$ cat src/rtl/mlm_pkg.sv
package mlm_pkg;

  localparam int Q_DEPTH = 2;
  localparam int Q_PTR_W = $clog2(Q_DEPTH);
  localparam int Q_CNT_W = $clog2(Q_DEPTH + 1);

  typedef struct packed {
    logic keep;
    logic last;
  } item_tag_t;

  typedef struct packed {
    logic full;
    logic empty;
  } q_status_t;

endpackage

$ cat src/rtl/mlm_front.sv
module mlm_front import mlm_pkg::*; #(
  parameter int NUM_LIMBS = 16,
  parameter int LIMB_BITS = 8,
  localparam int IW = (NUM_LIMBS > 1) ? $clog2(NUM_LIMBS) : 1,
  localparam int CW = $clog2(NUM_LIMBS + 1),
  localparam int QW = 2 * LIMB_BITS + IW + $bits(item_tag_t)
) (
  input  logic                 clk,
  input  logic                 rst,
  input  logic                 push,
  input  logic [LIMB_BITS-1:0] a_limb,
  input  logic [LIMB_BITS-1:0] b_limb,
  input  logic                 last_in,
  output logic [QW-1:0]        qdata
);

  logic [CW-1:0] count;
  item_tag_t     tag;
  logic [IW-1:0] idx;

  // pairs past the store depth are still queued so a late last closes the operands
  assign tag.keep = count < CW'(NUM_LIMBS);
  assign tag.last = last_in;
  assign idx      = count[IW-1:0];
  assign qdata    = {a_limb, b_limb, idx, tag};

  always_ff @(posedge clk) begin
    if (rst) begin
      count <= '0;
    end else if (push) begin
      if (last_in) begin
        count <= '0;
      end else if (tag.keep) begin
        count <= count + CW'(1);
      end
    end
  end

endmodule

$ cat src/rtl/mlm_queue.sv
module mlm_queue import mlm_pkg::*; #(
  parameter int W = 8
) (
  input  logic         clk,
  input  logic         rst,
  input  logic         push,
  input  logic [W-1:0] din,
  input  logic         pop,
  output logic [W-1:0] dout,
  output q_status_t    status
);

  logic [W-1:0]       mem [Q_DEPTH];
  logic [Q_PTR_W-1:0] wr_ptr;
  logic [Q_PTR_W-1:0] rd_ptr;
  logic [Q_CNT_W-1:0] cnt;

  assign status.full  = cnt == Q_CNT_W'(Q_DEPTH);
  assign status.empty = cnt == '0;
  assign dout         = mem[rd_ptr];

  always_ff @(posedge clk) begin
    if (push) begin
      mem[wr_ptr] <= din;
    end
  end

  always_ff @(posedge clk) begin
    if (rst) begin
      wr_ptr <= '0;
      rd_ptr <= '0;
      cnt    <= '0;
    end else begin
      if (push) begin
        wr_ptr <= wr_ptr + Q_PTR_W'(1);
      end
      if (pop) begin
        rd_ptr <= rd_ptr + Q_PTR_W'(1);
      end
      if (push && !pop) begin
        cnt <= cnt + Q_CNT_W'(1);
      end else if (pop && !push) begin
        cnt <= cnt - Q_CNT_W'(1);
      end
    end
  end

endmodule

$ cat src/rtl/mlm_back.sv
module mlm_back import mlm_pkg::*; #(
  parameter int NUM_LIMBS = 16,
  parameter int LIMB_BITS = 8,
  localparam int IW = (NUM_LIMBS > 1) ? $clog2(NUM_LIMBS) : 1,
  localparam int CW = $clog2(NUM_LIMBS + 1),
  localparam int TW = $bits(item_tag_t),
  localparam int QW = 2 * LIMB_BITS + IW + TW
) (
  input  logic                 clk,
  input  logic                 rst,
  input  logic [QW-1:0]        qdata,
  input  logic                 q_empty,
  output logic                 pop,
  output logic                 strobe,
  output logic [LIMB_BITS-1:0] product_limb,
  output logic                 last_out
);

  localparam int H  = (LIMB_BITS + 1) / 2;
  localparam int AW = 2 * LIMB_BITS + 6;
  localparam int KW = $clog2(2 * NUM_LIMBS);
  localparam logic [KW-1:0] TOP = KW'(2 * NUM_LIMBS - 1);

  localparam logic [1:0] S_IDLE  = 2'd0;
  localparam logic [1:0] S_MUL   = 2'd1;
  localparam logic [1:0] S_DRAIN = 2'd2;
  localparam logic [1:0] S_EMIT  = 2'd3;

  logic [LIMB_BITS-1:0] a_mem [NUM_LIMBS];
  logic [LIMB_BITS-1:0] b_mem [NUM_LIMBS];
  logic [CW-1:0]        fill;

  logic [1:0]    state;
  logic [KW-1:0] k;
  logic [IW-1:0] i;
  logic [1:0]    part;
  logic [2*H-1:0] pp;
  logic [1:0]    pp_sh;
  logic          pp_valid;
  logic [AW-1:0] acc;
  logic [AW-1:0] pp_ext;

  item_tag_t            tag;
  logic [IW-1:0]        idx;
  logic [LIMB_BITS-1:0] qa;
  logic [LIMB_BITS-1:0] qb;

  logic [KW-1:0]        j;
  logic                 a_ok;
  logic                 b_ok;
  logic [LIMB_BITS-1:0] a_op;
  logic [LIMB_BITS-1:0] b_op;
  logic [H-1:0]         x;
  logic [H-1:0]         y;
  logic [IW-1:0]        i_end;
  logic [KW-1:0]        k_next;

  function automatic logic [IW-1:0] col_first(input logic [KW-1:0] kk);
    logic [KW-1:0] d;
    d = kk - KW'(NUM_LIMBS - 1);
    if (kk >= KW'(NUM_LIMBS)) begin
      col_first = d[IW-1:0];
    end else begin
      col_first = '0;
    end
  endfunction

  assign tag = qdata[TW-1:0];
  assign idx = qdata[TW+IW-1:TW];
  assign qb  = qdata[TW+IW+LIMB_BITS-1:TW+IW];
  assign qa  = qdata[QW-1:TW+IW+LIMB_BITS];

  assign pop = (state == S_IDLE) && !q_empty;

  // limbs at or above the fill count read as zero
  assign j     = k - KW'(i);
  assign a_ok  = KW'(i) < KW'(fill);
  assign b_ok  = j < KW'(fill);
  assign a_op  = a_ok ? a_mem[i] : '0;
  assign b_op  = b_ok ? b_mem[j[IW-1:0]] : '0;
  assign x     = part[1] ? H'(a_op[LIMB_BITS-1:H]) : a_op[H-1:0];
  assign y     = part[0] ? H'(b_op[LIMB_BITS-1:H]) : b_op[H-1:0];
  assign i_end = (k < KW'(NUM_LIMBS)) ? k[IW-1:0] : IW'(NUM_LIMBS - 1);
  assign k_next = k + KW'(1);

  always_comb begin
    case (pp_sh)
      2'd0:    pp_ext = AW'(pp);
      2'd1:    pp_ext = AW'(pp) << H;
      2'd2:    pp_ext = AW'(pp) << H;
      2'd3:    pp_ext = AW'(pp) << (2 * H);
      default: pp_ext = '0;
    endcase
  end

  always_ff @(posedge clk) begin
    if (pop && tag.keep) begin
      a_mem[idx] <= qa;
      b_mem[idx] <= qb;
    end
  end

  always_ff @(posedge clk) begin
    pp    <= (2 * H)'(x) * (2 * H)'(y);
    pp_sh <= part;
    product_limb <= acc[LIMB_BITS-1:0];
    if (state == S_IDLE) begin
      acc <= '0;
    end else if (state == S_EMIT) begin
      acc <= acc >> LIMB_BITS;
    end else if (pp_valid) begin
      acc <= acc + pp_ext;
    end
  end

  always_ff @(posedge clk) begin
    if (rst) begin
      state    <= S_IDLE;
      fill     <= '0;
      pp_valid <= 1'b0;
      strobe   <= 1'b0;
      last_out <= 1'b0;
      k        <= '0;
      i        <= '0;
      part     <= '0;
    end else begin
      pp_valid <= state == S_MUL;
      strobe   <= 1'b0;
      last_out <= 1'b0;
      case (state)
        S_IDLE: begin
          if (pop) begin
            if (tag.keep) begin
              fill <= CW'(idx) + CW'(1);
            end
            if (tag.last) begin
              state <= S_MUL;
              k     <= '0;
              i     <= '0;
              part  <= '0;
            end
          end
        end
        S_MUL: begin
          part <= part + 2'd1;
          if (part == 2'd3) begin
            if (i == i_end) begin
              state <= S_DRAIN;
            end else begin
              i <= i + IW'(1);
            end
          end
        end
        S_DRAIN: begin
          state <= S_EMIT;
        end
        S_EMIT: begin
          strobe   <= 1'b1;
          last_out <= k == TOP;
          if (k == TOP) begin
            state <= S_IDLE;
            fill  <= '0;
          end else begin
            k    <= k_next;
            i    <= col_first(k_next);
            part <= '0;
            // the top column has no limb products, only the carry
            if (k_next != TOP) begin
              state <= S_MUL;
            end
          end
        end
        default: begin
          state <= S_IDLE;
        end
      endcase
    end
  end

endmodule

$ cat src/rtl/multi_limb_multiply.sv
// Schoolbook multiply of two unsigned NUM_LIMBS-limb numbers. Limb pairs are taken
// one per cycle, least significant first, while busy is low; busy goes high only
// when the two-entry item queue in front of the multiplier is full. After the item
// with last_in set, the product is formed column by column with one half-limb
// multiplier, four half-limb partial products per limb product, and 2*NUM_LIMBS
// product limbs come out least significant first, each on product_limb for one
// cycle with strobe high. The receiver cannot stall: every strobe must be taken.
// Pairs past NUM_LIMBS are dropped and missing upper limbs count as zero.
module multi_limb_multiply import mlm_pkg::*; #(
  parameter int NUM_LIMBS = 16,
  parameter int LIMB_BITS = 8
) (
  input  logic                 clk,
  input  logic                 rst,
  input  logic                 start,
  output logic                 busy,
  input  logic [LIMB_BITS-1:0] a_limb,
  input  logic [LIMB_BITS-1:0] b_limb,
  input  logic                 last_in,
  output logic                 strobe,
  output logic [LIMB_BITS-1:0] product_limb,
  output logic                 last_out
);

  localparam int IW = (NUM_LIMBS > 1) ? $clog2(NUM_LIMBS) : 1;
  localparam int QW = 2 * LIMB_BITS + IW + $bits(item_tag_t);

  logic          push;
  logic          pop;
  logic [QW-1:0] q_in;
  logic [QW-1:0] q_out;
  q_status_t     q_stat;

  assign busy = q_stat.full;
  assign push = start && !busy;

  mlm_front #(
    .NUM_LIMBS(NUM_LIMBS),
    .LIMB_BITS(LIMB_BITS)
  ) u_front (
    .clk    (clk),
    .rst    (rst),
    .push   (push),
    .a_limb (a_limb),
    .b_limb (b_limb),
    .last_in(last_in),
    .qdata  (q_in)
  );

  mlm_queue #(
    .W(QW)
  ) u_queue (
    .clk   (clk),
    .rst   (rst),
    .push  (push),
    .din   (q_in),
    .pop   (pop),
    .dout  (q_out),
    .status(q_stat)
  );

  mlm_back #(
    .NUM_LIMBS(NUM_LIMBS),
    .LIMB_BITS(LIMB_BITS)
  ) u_back (
    .clk         (clk),
    .rst         (rst),
    .qdata       (q_out),
    .q_empty     (q_stat.empty),
    .pop         (pop),
    .strobe      (strobe),
    .product_limb(product_limb),
    .last_out    (last_out)
  );

endmodule

$ cat config.mk
export PLATFORM = sky130hd
export DESIGN_NAME = multi_limb_multiply
export DESIGN_NICKNAME = d
export VERILOG_FILES = /design/src/rtl/mlm_pkg.sv /design/src/rtl/mlm_front.sv /design/src/rtl/mlm_queue.sv /design/src/rtl/mlm_back.sv /design/src/rtl/multi_limb_multiply.sv
export SDC_FILE = /design/constraint.sdc
export NUM_CORES = 1
export LEC_CHECK = 0
export BUFFER_PORTS_ARGS = -buffer_cell sky130_fd_sc_hd__buf_2
export CAP_MARGIN = 20
export CORE_MARGIN = 5
export CORE_UTILIZATION = 55
export DETAILED_ROUTE_END_ITERATION = 12
export PLACE_DENSITY_LB_ADDON = 0.1
export SLEW_MARGIN = 0
export SYNTH_ARGS = -nofsm -noshare
export SYNTH_HDL_FRONTEND = slang
export SYNTH_SLANG_ARGS = --single-unit
$ cat constraint.sdc
create_clock -name clk -period 6.9 [get_ports clk]
set_clock_uncertainty 0.05 [all_clocks]
set_input_delay 1.035 -clock clk [delete_from_list [all_inputs] [get_ports clk]]
set_output_delay 1.035 -clock clk [all_outputs]
set_load 0.05 [all_outputs]
== Yosys cells after proc, flatten, opt, wreduce, memory -nomap -nowiden ==
Memories as Yosys holds them, arrays and structs flattened. A register that Yosys moved wholly into a read port is not among the register bits.
Index checks and enable logic that the tools add are counted.

* Output and inout port bits: 11
* Bits in registers: 70
* Memories kept: 3
* Input bits: 20
* RAM bits: 300

* $add $sub $neg: 12
* Reductions and logical operators: 26
* $lt $le $gt $ge: 5
* Equality and inequality tests: 20
* Bitwise logic cells: 1
* Multipliers: 1
* Muxes and demuxes: 47

{| class="wikitable"
|+ Memories
! memory !! words !! bits a word !! read ports !! clocked after memory_dff !! wr ports !! RTL line !! source
|-
| u_back.a_mem || 16 || 8 || 1 || 1 || 1 || mlm_back.sv:29 || <nowiki>logic [LIMB_BITS-1:0] a_mem [NUM_LIMBS];</nowiki>
|-
| u_back.b_mem || 16 || 8 || 1 || 0 || 1 || mlm_back.sv:30 || <nowiki>logic [LIMB_BITS-1:0] b_mem [NUM_LIMBS];</nowiki>
|-
| u_queue.mem || 2 || 22 || 1 || 1 || 1 || mlm_queue.sv:13 || <nowiki>logic [W-1:0] mem [Q_DEPTH];</nowiki>
|}

{| class="wikitable"
|+ Operators by type and width
! operator !! count
|-
| 22-bit one-hot mux with 3 select lines || 1
|-
| 4-bit two-way mux || 11
|-
| 5-bit two-way mux || 8
|-
| 14-bit two-way mux || 2
|-
| 22-bit adder || 1
|-
| 2-bit two-way mux || 11
|-
| 5-bit one-hot mux with 2 select lines || 2
|-
| 8-bit two-way mux || 2
|-
| 2-bit != test, second input constant || 7
|-
| 2-bit == test, second input constant || 6
|-
| 4-bit one-hot mux with 3 select lines || 1
|-
| 4-bit AND reduction || 3
|-
| 5-bit by 1-bit adder with 5-bit output, second input constant || 2
|-
| 5-bit less-than comparator, second input constant || 2
|-
| 4-bit by 4-bit multiplier with 8-bit output || 1
|-
| 2-bit one-hot mux with 4 select lines || 1
|-
| 2-bit nonzero test || 4
|-
| 1-bit two-way mux || 7
|-
| 2-bit zero test || 3
|-
| 2-bit one-hot mux with 3 select lines || 1
|-
| 6-bit AND reduction || 1
|-
| 2-bit OR reduction || 3
|-
| 4-bit by 1-bit adder with 5-bit output, second input constant || 1
|-
| 5-bit == test, second input constant || 1
|-
| 20 further kinds || 30
|}

== Longest topological paths before layout ==
* Depth in word-level cells: 8
* Gate-level depth with buffers: 24
* Gate-level depth less buffers: 21

== By module ==
Synthesis repeated with hierarchy kept, for this count alone.

* Cell total of the unflattened synthesis: 1,202
* Area, all modules: 16,783.6 um^2

{| class="wikitable"
|+ By module, submodules not included
! module !! area each (um^2) !! instances !! cells an instance !! seq. area each (um^2)
|-
| mlm_back || 14,585.2 || 1 || 1,062 || 8,988.6
|-
| mlm_queue || 1,786.7 || 1 || 90 || 1,421.4
|-
| mlm_front || 397.9 || 1 || 49 || 100.1
|-
| multi_limb_multiply || 13.8 || 1 || 1 || 0.0
|}

== Worst setup path after synthesis ==
No wires, ideal clock.

* Kind: register to register
* Start point: register u_back.k[0]
* End point: register u_back.pp[7]
* Arrival: 5.441 ns
* Library setup time: 0.072 ns
* Stages on the path, launching flop included: 25
* Period minus slack after synthesis: 5.563 ns
* Slack: 1.337 ns
* Buffers on the path: 3
* Data required time: 6.778 ns
* Cells stage by stage: dfxtp_1 clkbuf_1 inv_1 ha_1 fa_1 clkbuf_1 clkbuf_1 inv_1 ha_1 a21boi_1 o21a_1 o21a_1 o21ai_1 o211ai_1 o21bai_1 or2_1 fa_1 inv_1 fa_1 ha_1 a21o_1 a21oi_1 o21bai_1 a21oi_1 xnor2_1

* Word-level cells in the longest chain between the ends: 5
* Elaborated cells between the ends (all ways): 6
* Classes of those cells: add/sub (1); mul (1); order compare (1); mux (2); memory (1)

{| class="wikitable"
|+ RTL lines
! what !! RTL line !! source
|-
| from (decl) || mlm_back.sv:34 || <nowiki>logic [KW-1:0] k;</nowiki>
|-
| from (signal assigned) || mlm_back.sv:164 || <nowiki>k <= k_next;</nowiki>
|-
| 5-bit by 4-bit subtractor with 5-bit output * || mlm_back.sv:76 || <nowiki>assign j = k - KW'(i);</nowiki>
|-
| memory read 16 x 8 bit / 5-bit less-than comparator (equally long branches) || - ||
|-
| 8-bit two-way mux * || mlm_back.sv:80 || <nowiki>assign b_op = b_ok ? b_mem[j[IW-1:0]] : '0;</nowiki>
|-
| 4-bit two-way mux * || mlm_back.sv:82 || <nowiki>assign y = part[0] ? H'(b_op[LIMB_BITS-1:H]) : b_op[H-1:0];</nowiki>
|-
| 4-bit by 4-bit multiplier with 8-bit output * || mlm_back.sv:104 || <nowiki>pp <= (2 * H)'(x) * (2 * H)'(y);</nowiki>
|-
| to (signal assigned) || mlm_back.sv:104 ||
|-
| to (decl) || mlm_back.sv:37 || <nowiki>logic [2*H-1:0] pp;</nowiki>
|}

Every way passes the cells marked *; elsewhere a longest branch is shown, timed or not.
A chain may end at the register's enable or synchronous reset.

== Final worst setup path ==
Same ends and word-level chain as after synthesis.

==> results.toml <==
[logic_synthesis]
synth_top_family_by_area = "multiplexers"
post_synth.cell_area_avg_um2 = 15.3
synth_edf_count = 300
synthFlopType = "edfxtp_1"
syn-num-nets = 1139
synthArstFlopShare_pct = 0
ys_warn_count = 0
synth_common_cells = "edfxtp_1, nor2_1, dfxtp_1, mux4_2, ha_1"
yosysTopAreaCell = "edfxtp_1"
synth-xor-area-share_pct = 1.66
synth_cell_types = 57
syn_inst = 1057
synthAdderAreaFrac_pct = 5.08
synth-seq-cells = 375
synth_mux_area_share_pct = 13.6
yosys.area_share.simple_pct = 6.30
yosysSeqAreaShare_pct = 65.1
synth.area.top_cells = "edfxtp_1, mux4_2, dfxtp_1, ha_1, nor2_1"
yosysMostFrequentCell = "edfxtp_1"
syn-cell-area_um2 = 16200
synth_top_area_share_pct = 55.8
synth_compound_area_share_pct = 6.29

[final_layout]
layout-drive-gt1-share_pct = 20.4
fin_area_um2 = 18100
n_antenna_cell = 0
syn_to_final_growth_pct = 12.2
regArea_um2 = 10500
nFillCells = 2177
multi_input_area_um2 = 5360
layout.nets = 1196

[grt]
grt_pass1_vias = 8943
grt_max_degree = 33
grt-ovfl-total = 0
track_usage_pct = 20.6
grt_first_pass_wirelength_um = 51900
antenna_found_initial = 0

[power_and_ir_drop]
p_int_w = 0.00467
power_w = 0.00657
power_frac_comb_pct = 24.5
p_clk_share_pct = 31.4
swShare_pct = 28.9
power_density_nw_per_um2 = 363
p_leak_nw = 6.31
p_sw_w = 0.00190
seqPwrFrac_pct = 44.0
ir_drop_mv = 0.221

[route]
drt-pass1-iter-count = 5
vias_per_cell = 5.85
wl_met3_um = 1720
remaining_drc_errors = 0
drt_iter0_drc = 609
routedWlPerCell_um = 22.0
wl_um = 33600
detail-route-antenna-nets = 0
vias = 8942
wl_met2_um = 16800
top_layer = "met4"
wl_met1_um = 14500

[clock_tree]
cts.path.max_buffers = 3
clk_latency_ns = 0.53
clock-root-buffer = "clkbuf_16"
cts_max_level = 2
holdBufCountCts = 0
post_cts_buffers = 0
cts_resized = 0
cts.clk_slew.worst_paths_ns = 0.06
cts_buffers = 38
cts.sinks = 375
cts_tree = "built"

[timing]
setup_ws_ns = 1.39
slew_viol_final = 0
worstMarginPinSlew_ns = 1.13
final-setup-viol-count = 0
timing.hold.ws_ns = 0.321
slew_headroom_pct = 24.4
max_freq_mhz = 181
hold_viol_final = 0
tns_ns = 0
fin_crit_ns = 5.51
finalCritPeriodShare_pct = 79.9
grt_setup_unrepaired = "no"

[floorplan]
rows = 62
fp.coreArea_um2 = 28900
initial_core_util_pct = 56.0
die_height_um = 181
die_area_um2 = 32900
io_pins = 31
die_w_um = 181

[worst_setup_path]
worstPathArrival_ns = 5.92
r2r_start = "u_back.k[0]"
critPathKind = "reg2reg"
critPathLaunch = "u_back.k[0]"
start_kind = "flip-flop"
crit_path_end_kind = "flip-flop"
worstPathRequired_ns = 7.31
worst-path-max-fanout = 20

[run_status]
status = "completed"

[placement]
gp_congestion = 0.863
post-place-ws_ns = 1.32
portBuffers = 30
hpwlAfterDp_um = 21300
placed_area_um2 = 16800

[flow_run]
maxCapViolCount = 0

[min_path]
hold_start = "u_back.acc[5]"
hold_class = "reg2reg"
-- area by class of cell --
type                    count  share of cell area, %
clock buffers              47                   5.71
multi-input cells         602                   29.6
clock inverters            23                   1.30
inverters                  40                  0.828
well taps                 384                   2.65
flip-flops and latches    375                   58.0
repair buffers             57                   1.99
-- path summary, 6_finish.rpt --
check	endpoint	slack, ns	depth (start not counted)
worst max-delay path	u_back.pp[7]	1.39	19
worst min-delay path	u_back.product_limb[5]	0.32	0
worst max register to register	u_back.pp[7]	1.39	19
worst min register to register	u_back.product_limb[5]	0.32	0
-- state kept, by name, indices dropped and copies added (netlist names), named ones only --
name / count
u_back.strobe: 1
u_back.pp_valid: 1
u_queue.rd_ptr: 1
u_back.pp_sh: 2
u_back.k: 5
u_back.product_limb: 8
u_queue.mem: 44
u_back.a_mem: 128
u_front.count: 5
u_back.state: 2
u_back.pp: 8
u_queue.wr_ptr: 1
u_back.i: 4
u_back.fill: 5
u_back.part: 2
u_back.b_mem: 128
u_back.last_out: 1
u_back.acc: 22
u_queue.cnt: 2
-- critical path: stages (launching register included) --
cell	delay [ns]
dfxtp_1	0.47
inv_1	0.15
ha_2	0.80
buf_4	0.40
a21boi_1	0.12
o21a_1	0.18
o21a_1	0.16
o21ai_1	0.12
o211ai_1	0.20
o21bai_1	0.27
or2_1	0.28
fa_1	0.54
inv_1	0.06
fa_1	0.53
ha_1	0.32
a21o_1	0.17
a21oi_1	0.23
o21bai_1	0.09
a21oi_1	0.18
xnor2_1	0.13
-- stage by stage --
step                util [%]  instances
floorplan                  -       1057
global placement        58.4       1457
detailed placement      58.4       1457
CTS                     62.8       1527
global route            62.8       1528
finish                  62.8       1528
-- cell usage in the layout (no fill, tap or decap), types with 17 or more instances in the layout --
cell type and count:
clkbuf_16 39, mux2i_1 33, buf_4 26, dfxtp_1 74
o21ai_0 20, mux2_2 18, nor2_2 17, inv_1 39
a21oi_1 50, buf_2 30, mux4_2 72, ha_1 55
nor2_1 72, edfxtp_1 300, nand2_1 54
-- power by group through the flow --
stage	logic (W)	registers, W	clock network [W]
6_report	0.00161	0.00290	0.00207
5_1_grt	0.00178	0.00291	0.00222
4_1_cts	0.00163	0.00290	0.00211
3_5_place_dp	0.00162	0.00295	0
3_3_place_gp	0.00160	0.00294	0
2_1_floorplan	0.00120	0.00290	0
-- routing by layer --
layer / vias up / global-route usage (%)
met1: 4506 / 28.3
met2: 200 / 34.7
li1: 4188 / -
met3: 48 / 3.72
met4: 0 / 4.77
met5: - / 0
-- kinds of logic after synthesis --
logic type | after synthesis
xor+xnor | 29
flops | 375
mux | 125
buf+inv | 80
compound gates | 162
fa+ha+maj | 62
simple gates | 224
Note: power is estimated with default switching activity, not from simulation.
